**src/design/bud_pkg.sv**
```systemverilog
// ----------------------------------------------------------------------------
// bud_pkg
// shared types, status codes and the base64 alphabet map for the decoder
// ----------------------------------------------------------------------------
package bud_pkg;

   localparam logic [1:0] STATUS_OK        = 2'd0;
   localparam logic [1:0] STATUS_TRUNCATED = 2'd1;
   localparam logic [1:0] STATUS_BAD_LEN   = 2'd2;
   localparam logic [1:0] STATUS_BAD_TAIL  = 2'd3;

   localparam int GROUP_BYTES = 3;

   typedef struct packed {
      logic [7:0] char_code;
      logic       end_of_stream;
   } req_word_type;

   typedef struct packed {
      logic [7:0] data_byte;
      logic       byte_valid;
      logic       stream_done;
      logic [1:0] stream_status;
   } rsp_word_type;

   // results caused by one input word, one to three output words
   typedef struct packed {
      logic [GROUP_BYTES-1:0][7:0] bytes;
      logic [1:0]                  num;
      logic                        byte_valid;
      logic                        done;
      logic [1:0]                  status;
   } group_type;

   typedef struct packed {
      logic       invalid;
      logic [5:0] sextet;
   } sextet_type;

   function automatic sextet_type map_char(input logic [7:0] c);
      sextet_type r;
      r.invalid = 1'b0;
      r.sextet  = 6'd0;
      if (c >= 8'd65 && c <= 8'd90) begin
         r.sextet = 6'(c - 8'd65);
      end else if (c >= 8'd97 && c <= 8'd122) begin
         r.sextet = 6'(c - 8'd71);
      end else if (c >= 8'd48 && c <= 8'd57) begin
         r.sextet = 6'(c + 8'd4);
      end else if (c == 8'd43) begin
         r.sextet = 6'd62;
      end else if (c == 8'd47) begin
         r.sextet = 6'd63;
      end else begin
         r.invalid = 1'b1;
      end
      return r;
   endfunction

endpackage

```
**src/design/bud_decode.sv**
```systemverilog
// ----------------------------------------------------------------------------
// bud_decode
// group state and per-character step: maps a character, gathers sextets and
// forms the bytes and end-of-stream status caused by it
// ----------------------------------------------------------------------------
module bud_decode (
   input  logic                  clock,
   input  logic                  reset,
   input  logic                  accept,
   input  bud_pkg::req_word_type word,
   output logic                  push,
   output bud_pkg::group_type    group
);

   logic [1:0]  pos_ff, pos_in;
   logic [17:0] acc_ff, acc_in;
   logic        ginv_ff, ginv_in;
   logic        stop_ff, stop_in;

   bud_pkg::sextet_type sx;
   logic        newinv;
   logic [17:0] acc;
   logic        full;
   logic [1:0]  nb;

   always_comb begin
      sx     = bud_pkg::map_char(word.char_code);
      newinv = ginv_ff | sx.invalid;
      acc    = {acc_ff[11:0], sx.sextet};
      full   = (pos_ff == 2'd3);

      group        = '0;
      nb           = 2'd0;
      stop_in      = stop_ff;
      if (full) begin
         pos_in  = 2'd0;
         acc_in  = '0;
         ginv_in = 1'b0;
         if (!stop_ff) begin
            if (newinv) begin
               stop_in = 1'b1;
            end else begin
               group.bytes[0] = acc_ff[17:10];
               group.bytes[1] = acc_ff[9:2];
               group.bytes[2] = {acc_ff[1:0], sx.sextet};
               nb             = 2'd3;
            end
         end
      end else begin
         pos_in  = pos_ff + 2'd1;
         acc_in  = acc;
         ginv_in = newinv;
      end

      if (word.end_of_stream) begin
         if (pos_ff == 2'd0) begin
            group.status = bud_pkg::STATUS_BAD_LEN;
         end else if (stop_in) begin
            group.status = bud_pkg::STATUS_TRUNCATED;
         end else if (!full && newinv) begin
            group.status = bud_pkg::STATUS_BAD_TAIL;
         end else if (pos_ff == 2'd1) begin
            group.bytes[0] = acc[11:4];
            nb             = 2'd1;
         end else if (pos_ff == 2'd2) begin
            group.bytes[0] = acc[17:10];
            group.bytes[1] = acc[9:2];
            nb             = 2'd2;
         end
         pos_in  = 2'd0;
         acc_in  = '0;
         ginv_in = 1'b0;
         stop_in = 1'b0;
      end

      group.byte_valid = (nb != 2'd0);
      group.num        = (nb != 2'd0) ? nb : 2'd1;
      group.done       = word.end_of_stream;
      push             = accept && ((nb != 2'd0) || word.end_of_stream);
   end

   always_ff @(posedge clock) begin
      if (reset) begin
         pos_ff  <= '0;
         acc_ff  <= '0;
         ginv_ff <= 1'b0;
         stop_ff <= 1'b0;
      end else if (accept) begin
         pos_ff  <= pos_in;
         acc_ff  <= acc_in;
         ginv_ff <= ginv_in;
         stop_ff <= stop_in;
      end
   end

endmodule

```
**src/design/bud_resp_queue.sv**
```systemverilog
// ----------------------------------------------------------------------------
// bud_resp_queue
// two-entry queue of result groups, sent out one word per handshake
// ----------------------------------------------------------------------------
module bud_resp_queue (
   input  logic                  clock,
   input  logic                  reset,
   input  logic                  push,
   input  bud_pkg::group_type    group,
   output logic                  full,
   output logic                  rsp_valid,
   input  logic                  rsp_stall,
   output bud_pkg::rsp_word_type rsp_data
);

   bud_pkg::group_type entry_ff [2];
   logic       wr_ptr_ff, rd_ptr_ff;
   logic [1:0] count_ff, count_in;
   logic [1:0] idx_ff, idx_in;
   logic       last;
   logic       pop;
   bud_pkg::group_type head;

   always_comb begin
      head      = entry_ff[rd_ptr_ff];
      last      = (idx_ff == head.num - 2'd1);
      rsp_valid = (count_ff != 2'd0);
      full      = (count_ff == 2'd2);
      pop       = rsp_valid && !rsp_stall && last;

      rsp_data = '0;
      rsp_data.byte_valid = head.byte_valid;
      if (head.byte_valid) begin
         unique case (idx_ff)
            2'd0:    rsp_data.data_byte = head.bytes[0];
            2'd1:    rsp_data.data_byte = head.bytes[1];
            2'd2:    rsp_data.data_byte = head.bytes[2];
            default: rsp_data.data_byte = 8'd0;
         endcase
      end
      if (head.done && last) begin
         rsp_data.stream_done   = 1'b1;
         rsp_data.stream_status = head.status;
      end

      count_in = count_ff + {1'b0, push} - {1'b0, pop};
      if (pop) begin
         idx_in = 2'd0;
      end else if (rsp_valid && !rsp_stall) begin
         idx_in = idx_ff + 2'd1;
      end else begin
         idx_in = idx_ff;
      end
   end

   always_ff @(posedge clock) begin
      if (reset) begin
         wr_ptr_ff <= 1'b0;
         rd_ptr_ff <= 1'b0;
         count_ff  <= '0;
         idx_ff    <= '0;
      end else begin
         count_ff <= count_in;
         idx_ff   <= idx_in;
         if (push) begin
            wr_ptr_ff <= ~wr_ptr_ff;
         end
         if (pop) begin
            rd_ptr_ff <= ~rd_ptr_ff;
         end
      end
   end

   always_ff @(posedge clock) begin
      if (push) begin
         entry_ff[wr_ptr_ff] <= group;
      end
   end

endmodule

```
**src/design/base64_unpadded_decoder_top.sv**
```systemverilog
// ----------------------------------------------------------------------------
// base64_unpadded_decoder_top
// the results of each accepted character are registered into the result queue
// throughput: one character per cycle unless the two-group result queue is full,
// which stalls the input; one result word per cycle while rsp_stall is low
// reset: synchronous, clears group state, stop flag and the result queue
// ----------------------------------------------------------------------------
module base64_unpadded_decoder_top (
   input  logic                  clock,
   input  logic                  reset,
   input  logic                  req_valid,
   output logic                  req_stall,
   input  bud_pkg::req_word_type req_data,
   output logic                  rsp_valid,
   input  logic                  rsp_stall,
   output bud_pkg::rsp_word_type rsp_data
);

   logic               accept;
   logic               push;
   logic               full;
   bud_pkg::group_type group;

   assign req_stall = full;
   assign accept    = req_valid && !full;

   bud_decode u_decode (
      .clock  (clock),
      .reset  (reset),
      .accept (accept),
      .word   (req_data),
      .push   (push),
      .group  (group)
   );

   bud_resp_queue u_queue (
      .clock     (clock),
      .reset     (reset),
      .push      (push),
      .group     (group),
      .full      (full),
      .rsp_valid (rsp_valid),
      .rsp_stall (rsp_stall),
      .rsp_data  (rsp_data)
   );

endmodule
```
**config.mk**
```make
export PLATFORM = sky130hd
export DESIGN_NAME = base64_unpadded_decoder_top
export DESIGN_NICKNAME = d
export VERILOG_FILES = /design/src/design/bud_pkg.sv /design/src/design/bud_decode.sv /design/src/design/bud_resp_queue.sv /design/src/design/base64_unpadded_decoder_top.sv
export SDC_FILE = /design/constraint.sdc
export NUM_CORES = 1
export LEC_CHECK = 0
export BUFFER_PORTS_ARGS = -buffer_cell sky130_fd_sc_hd__clkbuf_2
export CAP_MARGIN = 40
export CORE_UTILIZATION = 45
export DETAILED_ROUTE_END_ITERATION = 10
export GPL_TIMING_DRIVEN = 0
export HOLD_SLACK_MARGIN = 0.02
export PLACE_DENSITY = 0.68
export SETUP_SLACK_MARGIN = 0.15
export SLEW_MARGIN = 20
export SYNTH_ARGS = -nofsm -noshare
export SYNTH_HDL_FRONTEND = slang
export SYNTH_SLANG_ARGS = --single-unit
export TNS_END_PERCENT = 30
```
**constraint.sdc**
```tcl
create_clock -name clock -period 5.58 [get_ports clock]
set_clock_uncertainty 0.15 [all_clocks]
set_input_delay 0.279 -clock clock [delete_from_list [all_inputs] [get_ports clock]]
set_output_delay 0.279 -clock clock [all_outputs]
set_load 0.01 [all_outputs]
```
==> flow_metrics.py, run 1 <==
metrics = {
    "finish": {
        "syn2layout_area_growth_pct": 11.1,
        "fin_util": 0.526,
        "final_area_mm2": 0.00495,
        "drive_gt1_frac": 0.133,
        "nFillCells": 818,
        "antenna_cells": 0,
        "nets": 478,
    },
    "worst_setup_path": {
        "cp.required_ps": 5420,
        "r2r_cells": 6,
        "worstReg2RegEnd": "u_queue.entry_ff[1][11]",
        "startpoint": "req_data[3]",
        "worstSetupPathType": "in2reg",
        "r2r_slack_ps": 2750,
        "worstPathMaxFanout": 30,
        "worstReg2RegStart": "u_decode.pos_ff[0]",
        "crit_path_end_kind": "flip-flop",
        "startpoint_type": "input pin",
        "arrival_ps": 2950,
    },
    "floorplan": {
        "die_area_mm2": 0.0103,
        "core_mm2": 0.00942,
        "start_util": 0.473,
        "placementRows": 35,
        "io_pins": 27,
        "chipWidth_um": 101,
        "dieHeight_um": 101,
    },
    "synth": {
        "synth_cells": 410,
        "synthesis.area_mm2": 0.00445,
        "ys_async_sr_fraction": 0,
        "synth.avg_cell_area_um2": 10.9,
        "synth_ff_type": "edfxtp_1",
        "synth_common_cells": "edfxtp_1 (60), nor2_1 (40), dfxtp_1 (29)",
        "synthesis.nets": 442,
        "synth-edff-count": 60,
        "synth_area_leaders": "edfxtp_1 (40%), dfxtp_1 (13%), ha_1 (5.3%)",
        "synthDominantCellAreaShare": 0.404,
        "synth.distinct_cells": 54,
        "synth_area_leader_cell": "edfxtp_1",
        "yosysMostFrequentCell": "edfxtp_1",
        "ys_ff_latch": 89,
        "yosys_warnings": 0,
        "seq_area_frac_synth": 0.535,
    },
    "global_routing": {
        "grt_max_degree": 31,
        "antenna_found_initial": 0,
        "gr-total-overflow": 0,
        "grt_pass1_wl_mm": 16.5,
        "grt_pass1_vias": 3144,
        "grt_usage": 0.215,
    },
    "cts": {
        "cts_tree": "yes",
        "clkTransAtPathRegs_ps": 90,
        "cts_resized": 0,
        "cts_setup_buffers": 0,
        "cts_max_path_buffers": 2,
        "cts_max_level": 3,
        "hold_buffers": 0,
        "clkLatencyLatePin_ps": 360,
        "clock_sinks": 89,
        "numCtsBuffers": 9,
        "cts-root-buf": "clkbuf_8",
    },
    "timing": {
        "fin_crit_sh": 0.556,
        "final-hold-violation-count": 0,
        "finalSetupTns_ps": 0,
        "finalSetupViolations": 0,
        "period_needed_ps": 3100,
        "finalMaxSlewViolations": 0,
        "max_slew_margin": 0.448,
        "setup_ws_ps": 2480,
        "tightest_slew_ps": 822,
        "fmax_mhz": 322,
        "grt_setup_unrepaired": "no",
    },
    "power_and_ir_drop": {
        "p_per_area_mw_per_mm2": 301,
        "p_leak_nw": 1.74,
        "irDropWorstVdd_v": 0.000118,
        "p_total_w": 0.00149,
    },
    "routing": {
        "dr_total_vias": 3382,
        "dr.pass1.iters": 5,
        "routed_wl_mm": 10.4,
        "initialDrtViolationCount": 362,
        "drc_errors": 0,
        "wire_per_inst_um": 17.9,
        "routed_via_density": 5.83,
        "final_antenna_net_count": 0,
    },
    "placement": {
        "placed_area_mm2": 0.00477,
        "dp_hpwl_mm": 7.40,
        "routabilityCongestion": 0.948,
        "port_buffers": 24,
        "post-place-ws_ps": 2090,
    },
    "worst_hold_path": {
        "hold_start": "req_data[0]",
        "hold_path.class": "in2reg",
        "hold_depth": 1,
        "min_to": "u_queue.entry_ff[0][2]",
    },
    "run": {
        "cap_violations": 0,
    },
    "outcome": {
        "outcome": "completed",
    },
}
-- cells by family (layout without fill, tap and decap cells) --
| kind of cell | count (synthesis) | count (layout) | share of synthesized area |
|---|---|---|---|
| AOI/OAI and AO/OA | 110 | 110 | 0.188 |
| xor gates and xnor gates | 7 | 7 | 0.0138 |
| adders and majority gates | 19 | 19 | 0.0534 |
| buffers and inverters | 44 | 85 | 0.0396 |
| DFF | 89 | 89 | 0.535 |
| muxes | 12 | 12 | 0.0284 |
| and+or+nand+nor | 129 | 129 | 0.142 |
-- worst max-delay path by stage --
stage                                          to  slack (ps)
after floorplan            u_queue.entry_ff[0][0]        1750
after detailed placement  u_queue.entry_ff[1][23]        2090
final                     u_queue.entry_ff[1][11]        2480
after CTS                 u_queue.entry_ff[1][11]        2480
after global routing      u_queue.entry_ff[1][28]        2330
after global placement     u_queue.entry_ff[0][6]         710
-- state kept, by name (all words and copies together) (netlist names), named ones only --
register and cells:
u_decode.ginv_ff 1, u_queue.count_ff 2, u_queue.wr_ptr_ff 1, u_decode.pos_ff 2, u_queue.rd_ptr_ff 1, u_queue.entry_ff 60, u_decode.acc_ff 18, u_decode.stop_ff 1
u_queue.idx_ff 2
-- critical path, stage by stage --
cell,delay [ps]
clkbuf_2,160
inv_1,170
ha_1,230
and2b_1,210
or4_4,460
o21a_4,280
a21o_4,270
a21oi_4,200
and2_2,670
-- per-layer routing --
layer | share of wire | global-route usage
met3 | 0.058 | 0.0393
met5 | 0 | 0
met4 | 0.016 | 0.0792
met1 | 0.46 | 0.289
met2 | 0.47 | 0.348
-- area by class of cell --
cell class	instances	area (µm²)	area share
multi-input cells	277	1900	0.385
clock inverters	7	53.8	0.0109
plain buffers	25	105	0.0212
inverters	19	71.3	0.0144
clock buffers	9	124	0.0250
repair buffers	25	148	0.0298
flip-flops and latches	89	2380	0.481
well taps	129	161	0.0326
-- stage by stage --
| stage | std cells | hold slack (ps) |
|---|---|---|
| floorplan | 410 | 228 |
| global placement | 563 | 336 |
| detailed placement | 564 | 341 |
| CTS | 580 | 45.8 |
| global route | 580 | 49.8 |
| finish | 580 | 66.5 |
-- cells in the final DEF, fill, tap and decap left out, types with 13 or more instances in the layout --
master	n
edfxtp_1	60
nor2b_1	15
a21oi_1	19
nand2_1	23
a22oi_1	13
dfxtp_1	29
clkbuf_2	24
clkbuf_1	19
nand3_1	17
o21ai_0	13
inv_1	19
a222oi_1	16
ha_1	19
nor2_1	40
-- report_power, final --
| group | switching [W] | leakage (nW) | internal, W |
|---|---|---|---|
| Clock | 0.000235 | 0.0839 | 0.000165 |
| Combinational | 0.000201 | 0.861 | 0.000124 |
| Sequential | 0.0000219 | 0.797 | 0.000745 |
Power figures use the tool's default switching activity.
==> run 2: changes to the inputs <==
- ABC_AREA: unset -> 1
- clock period: 5.58 -> 3 ns (I/O delays scaled with it)
==> run 2 against run 1 <==
  * Global-route usage up 0.18 points
  * Non-clock buffer count decreased by 2
  * Largest cell class unchanged
  * Area after synthesis up 8.7%
==> flow_metrics.py, run 2 <==
metrics = {
    "outcome": {
        "outcome": "completed",
    },
    "cts": {
        "clkLatencyLatePin_ps": 360,
        "numCtsBuffers": 9,
        "cts_max_path_buffers": 2,
        "clkTransAtPathRegs_ps": 90,
        "cts_max_level": 3,
        "cts_tree": "yes",
        "clock_sinks": 89,
        "cts-root-buf": "clkbuf_8",
    },
    "synth": {
        "synthesis.nets": 619,
        "synth.avg_cell_area_um2": 8.25,
        "synth-edff-count": 60,
        "synth_ff_type": "edfxtp_1",
        "synthDominantCellAreaShare": 0.372,
        "yosys_warnings": 0,
        "synth_cells": 587,
        "yosysMostFrequentCell": "nand2_1",
        "ys_ff_latch": 89,
        "ys_async_sr_fraction": 0,
        "synth_area_leader_cell": "edfxtp_1",
        "synth_area_leaders": "edfxtp_1 (37%), dfxtp_1 (12%), nand2_1 (11%)",
        "seq_area_frac_synth": 0.492,
        "synth_common_cells": "nand2_1 (138), nor2_1 (76), inv_1 (69)",
        "synthesis.area_mm2": 0.00484,
        "synth.distinct_cells": 39,
    },
    "timing": {
        "finalSetupViolations": 0,
        "finalSetupTns_ps": 0,
        "finalMaxSlewViolations": 0,
        "max_slew_margin": 0.566,
        "tightest_slew_ps": 649,
        "fmax_mhz": 371,
        "fin_crit_sh": 0.899,
        "setup_ws_ps": 303,
        "final-hold-violation-count": 0,
        "hold_ws_ps": 118,
        "grt_setup_unrepaired": "no",
        "period_needed_ps": 2700,
    },
    "global_routing": {
        "grt_usage": 0.217,
        "grt_pass1_vias": 3682,
        "antenna_found_initial": 0,
        "grt_pass1_wl_mm": 18.6,
        "grt_max_degree": 31,
        "gr-total-overflow": 0,
    },
    "placement": {
        "post-place-ws_ps": -27.9,
        "dp_hpwl_mm": 8.51,
        "routabilityCongestion": 0.896,
        "port_buffers": 24,
    },
    "worst_hold_path": {
        "hold_path.class": "in2reg",
    },
    "worst_setup_path": {
        "crit_buf_inv": 4,
        "arrival_ps": 2400,
        "crit_path_end_kind": "primary output",
        "cp_slowest_cell": "buf_1",
        "worstSetupPathType": "reg2out",
        "cp.required_ps": 2700,
        "slowest_delay_ps": 480,
        "path_cells": "buf_1 -> clkbuf_1 -> o21a_1 -> o21ai_0 -> o221ai_1 -> nand2_1 -> inv_1 -> clkbuf_2",
        "startpoint_type": "flip-flop",
        "critical_path.top_delay_family": "buffers and inverters",
        "worstPathMaxFanout": 10,
    },
    "floorplan": {
        "dieHeight_um": 106,
        "placementRows": 37,
        "start_util": 0.467,
        "chipWidth_um": 106,
        "io_pins": 27,
        "core_mm2": 0.0104,
        "die_area_mm2": 0.0112,
    },
    "finish": {
        "nets": 659,
        "nFillCells": 986,
        "regMostFlops": "u_queue.entry_ff",
        "largest_reg_flops": 60,
        "reg_top3": "u_queue.entry_ff x60, u_decode.acc_ff x18",
        "final_common_cell": "nand2_1",
        "drive_gt1_frac": 0.116,
        "final_cell_mix": "nand2_1 (138), nor2_1 (75), inv_1 (68), edfxtp_1 (60), o21ai_0 (51)",
        "syn2layout_area_growth_pct": 11.8,
        "antenna_cells": 0,
    },
    "power_and_ir_drop": {
        "irDropWorstVdd_v": 0.000208,
        "p_per_area_mw_per_mm2": 508,
        "p_leak_nw": 2.18,
    },
    "routing": {
        "dr.pass1.iters": 5,
        "initialDrtViolationCount": 275,
        "routed_via_density": 5.18,
        "routed_wl_mm": 11.5,
        "drc_errors": 0,
        "final_antenna_net_count": 0,
        "dr_total_vias": 3975,
        "wire_per_inst_um": 15.0,
    },
    "run": {
        "cap_violations": 0,
    },
}
[run 2: changes by cell type in the layout (fill, tap and decap cells not counted), moves of 16 or more]
cell / before / now
a21oi_1: 19 / 38
a222oi_1: 16 / 0
inv_1: 19 / 68
nand2_1: 23 / 138
nor2_1: 40 / 75
o21ai_0: 13 / 51
[run 2: cell families (layout without fill, tap and decap cells)]
group                    count (synthesis)  after routing  synth area share
AO/OA/AOI/OAI                          125            125             0.147
flip-flops                              89             89             0.492
multiplexers                             1              1           0.00207
adder cells (fa/ha/maj)                 19             19            0.0491
buffers and inverters                   92            137            0.0757
AND/OR/NAND/NOR                        254            254             0.221
XOR/XNOR                                 7              7            0.0127
[run 2: final cells by class]
cell class                      count  area [µm²]  share of cell area
Buffer                             19        92.6              0.0171
Multi-Input combinational cell    406        2100               0.388
Clock buffer                       10         128              0.0236
Inverter                           73         274              0.0506
Timing Repair Buffer               29         198              0.0365
Tap cell                          136         170              0.0314
Clock inverter                      6        68.8              0.0127
Sequential cell                    89        2380               0.440
[run 2: through the flow]
step                total power, W   util  instances  instance area (µm²)
floorplan                  0.00177      -        587                 4840
global placement           0.00193  0.495        747                 5130
detailed placement         0.00195  0.498        748                 5170
CTS                        0.00276  0.520        767                 5390
global route               0.00290  0.522        768                 5410
finish                     0.00275  0.522        768                 5410
[run 2: layer usage]
layer / track usage / share of wire
met1: 0.296 / 0.47
met2: 0.352 / 0.47
met3: 0.0396 / 0.047
met4: 0.0625 / 0.011
met5: 0 / 0
[run 2: path summary, 6_finish.rpt]
check	end	from	cells after the start	slack, ps
min	u_decode.pos_ff[1]	req_valid	5	120
max reg2reg	u_queue.entry_ff[0][9]	u_decode.pos_ff[1]	10	340
max	rsp_data[9]	flip-flop	8	300
min reg2reg	u_queue.count_ff[1]	u_queue.count_ff[1]	1	310
[run 2: report_power, final]
group	internal [W]	total (W)	switching, W
Sequential	0.00136	0.00139	0.0000303
Combinational	0.000176	0.000540	0.000364
Clock	0.000389	0.000816	0.000427
Total	0.00193	0.00275	0.000821
[run 2: what timing repair did]
item / CTS / global route
buffers inserted: 0 / 1
hold endpoints to repair: 8 / 0
setup endpoints to repair: 0 / 15
hold buffers: 3 / 0
resized for setup: 0 / 0
[run 2: worst register-to-register path, cell delays in order, from the launching register on]
cell,delay [ps]
dfxtp_1,390
inv_1,80
ha_1,170
clkbuf_1,210
nor2_1,470
inv_1,110
clkbuf_1,260
o22ai_1,170
nor2_1,70
nand2_1,60
o21ai_0,200
==> run 3: changes to the inputs <==
- CELL_PAD_IN_SITES_DETAIL_PLACEMENT: unset -> 0
- CELL_PAD_IN_SITES_GLOBAL_PLACEMENT: unset -> 1
- PLACE_DENSITY: 0.68 -> 0.84
==> run 3 against run 2 <==
  * First-iteration DRC count is 3.3% higher
  * Power down 0.42%
  * Sequential share of layout area is 0.15 points higher
  * Die area is the same
  * Highest routed layer unchanged
==> flow_metrics.py, run 3 (synthesis results as in run 2) <==
metrics = {
    "finish": {
        "fin_util": 0.520,
        "final_common_cell": "nand2_1",
        "antenna_cells": 0,
        "regMostFlops": "u_queue.entry_ff",
        "final-instance-count-excl-fill": 767,
        "nets": 658,
        "largest_reg_flops": 60,
        "reg_top3": "u_queue.entry_ff x60, u_decode.acc_ff x18",
        "drive_gt1_frac": 0.116,
        "area.sequential_mm2": 0.00238,
        "multi_input_area_mm2": 0.00210,
        "nFillCells": 1010,
        "syn2layout_area_growth_pct": 11.4,
        "final_cell_mix": "nand2_1 (138), nor2_1 (75), inv_1 (68), edfxtp_1 (60), o21ai_0 (51)",
    },
    "power_and_ir_drop": {
        "p_per_area_mw_per_mm2": 507,
        "p_total_w": 0.00274,
        "irDropWorstVdd_v": 0.000303,
        "p_leak_nw": 2.17,
    },
    "worst_setup_path": {
        "slowest_delay_ps": 500,
        "r2r_slack_ps": 320,
        "critical_path.top_delay_family": "buffers and inverters",
        "worstReg2RegStart": "u_decode.pos_ff[1]",
        "r2r_cells": 10,
        "startpoint_type": "flip-flop",
        "path_cells": "inv_1 -> ha_1 -> clkbuf_1 -> nor2_1 -> inv_1 -> clkbuf_1 -> o22ai_1 -> nor2_1 -> nand2_1 -> o21ai_0",
        "worstPathMaxFanout": 10,
        "cp_slowest_cell": "nor2_1",
        "crit_path_end_kind": "flip-flop",
        "cp.required_ps": 2900,
        "worstSetupPathType": "reg2reg",
        "crit_buf_inv": 4,
        "arrival_ps": 2580,
        "worstReg2RegEnd": "u_queue.entry_ff[1][9]",
    },
    "floorplan": {
        "core_mm2": 0.0104,
        "die_area_mm2": 0.0112,
        "dieHeight_um": 106,
        "placementRows": 37,
        "start_util": 0.467,
        "chipWidth_um": 106,
        "io_pins": 27,
    },
    "worst_hold_path": {
        "hold_depth": 5,
        "hold_path.class": "in2reg",
        "hold_start": "req_valid",
        "min_to": "u_decode.pos_ff[1]",
    },
    "placement": {
        "routabilityCongestion": 0.886,
        "post-place-ws_ps": 5.32,
        "port_buffers": 24,
        "dp_hpwl_mm": 8.29,
        "dp_cells": 748,
    },
    "cts": {
        "cts_resized": 0,
        "cts-root-buf": "clkbuf_8",
        "cts_max_level": 3,
        "cts_max_path_buffers": 2,
        "clkTransAtPathRegs_ps": 100,
        "numCtsBuffers": 9,
        "clkLatencyLatePin_ps": 360,
        "clock_sinks": 89,
        "cts_tree": "yes",
    },
    "routing": {
        "routed_wl_mm": 11.3,
        "dr_total_vias": 3953,
        "final_antenna_net_count": 0,
        "routed_via_density": 5.15,
        "initialDrtViolationCount": 284,
        "wire_per_inst_um": 14.7,
        "dr.pass1.iters": 5,
        "drc_errors": 0,
    },
    "timing": {
        "finalMaxSlewViolations": 0,
        "finalSetupViolations": 0,
        "fmax_mhz": 374,
        "final-hold-violation-count": 0,
        "tightest_slew_ps": 640,
        "setup_ws_ps": 323,
        "period_needed_ps": 2680,
        "grt_setup_unrepaired": "no",
        "max_slew_margin": 0.573,
        "fin_crit_sh": 0.892,
    },
    "global_routing": {
        "grt_pass1_vias": 3604,
        "grt_max_degree": 31,
        "grt_usage": 0.213,
        "gr-total-overflow": 0,
        "antenna_found_initial": 0,
        "grt_pass1_wl_mm": 18.4,
    },
    "outcome": {
        "outcome": "completed",
    },
    "run": {
        "cap_violations": 0,
    },
}
==> run 3: changes by cell type in the layout (fill, tap and decap cells not counted) <==
cell	before	now
inv_6	1	2
clkinv_2	1	0
clkinvlp_4	1	0
clkbuf_1	11	10
buf_12	1	0
inv_8	0	2
bufinv_16	1	0
clkinv_8	0	1
==> run 3: per-stage QoR <==
stage | cell area, µm² | setup TNS, ps | hold WS (ps)
after CTS | 5400 | 0 | 117
after floorplan | 4840 | 0 | 78.7
after detailed placement | 5170 | 0 | 241
final | 5400 | 0 | 124
after global placement | 5130 | -29160 | 247
after global routing | 5400 | 0 | 193
==> run 3: power breakdown <==
group / leakage [nW] / internal [W] / switching [W]
Sequential: 0.792 / 0.00136 / 0.0000306
Clock: 0.101 / 0.000329 / 0.000489
Combinational: 1.28 / 0.000170 / 0.000357
Total: 2.17 / 0.00186 / 0.000876
==> run 3: area by class of cell <==
| class | instances | share of cell area |
|---|---|---|
| multi-input combinational | 406 | 0.389 |
| clock buffer | 9 | 0.0230 |
| timing repair buffer | 28 | 0.0329 |
| buffer | 19 | 0.0172 |
| tap | 136 | 0.0315 |
| inverter | 73 | 0.0508 |
| clock inverter | 7 | 0.0137 |
| sequential | 89 | 0.442 |
==> run 3: timing repair <==
item | 4_1_cts | 5_1_grt
hold buffers | 3 | 0
setup buffers | 0 | 0
hold endpoints to repair | 8 | 0
==> run 3: worst max path at each step <==
stage,from,endpoint,slack [ps],depth (start not counted)
after floorplan,req_data[1],u_queue.entry_ff[0][0],270,14
after global placement,req_data[1],u_queue.entry_ff[0][22],-620,15
after detailed placement,req_data[1],u_queue.entry_ff[1][22],5,15
after CTS,flip-flop,rsp_data[9],350,8
after global routing,req_data[1],u_queue.entry_ff[1][21],170,15
final,u_decode.pos_ff[1],u_queue.entry_ff[1][9],320,10
==> run 3: metal layers <==
metal	up-vias	global-route usage	wire, µm
met5	-	0	0
met4	0	0.0357	76
met3	5	0.0334	449
met2	82	0.330	5060
met1	1848	0.317	5690
li1	2018	-	-
==> run 3: tightest hold or removal path, cell delays in order <==
cell and delay [ps]:
clkbuf_2 80, o21ai_0 160, nor2_1 100, nand2_1 60, a21oi_1 50
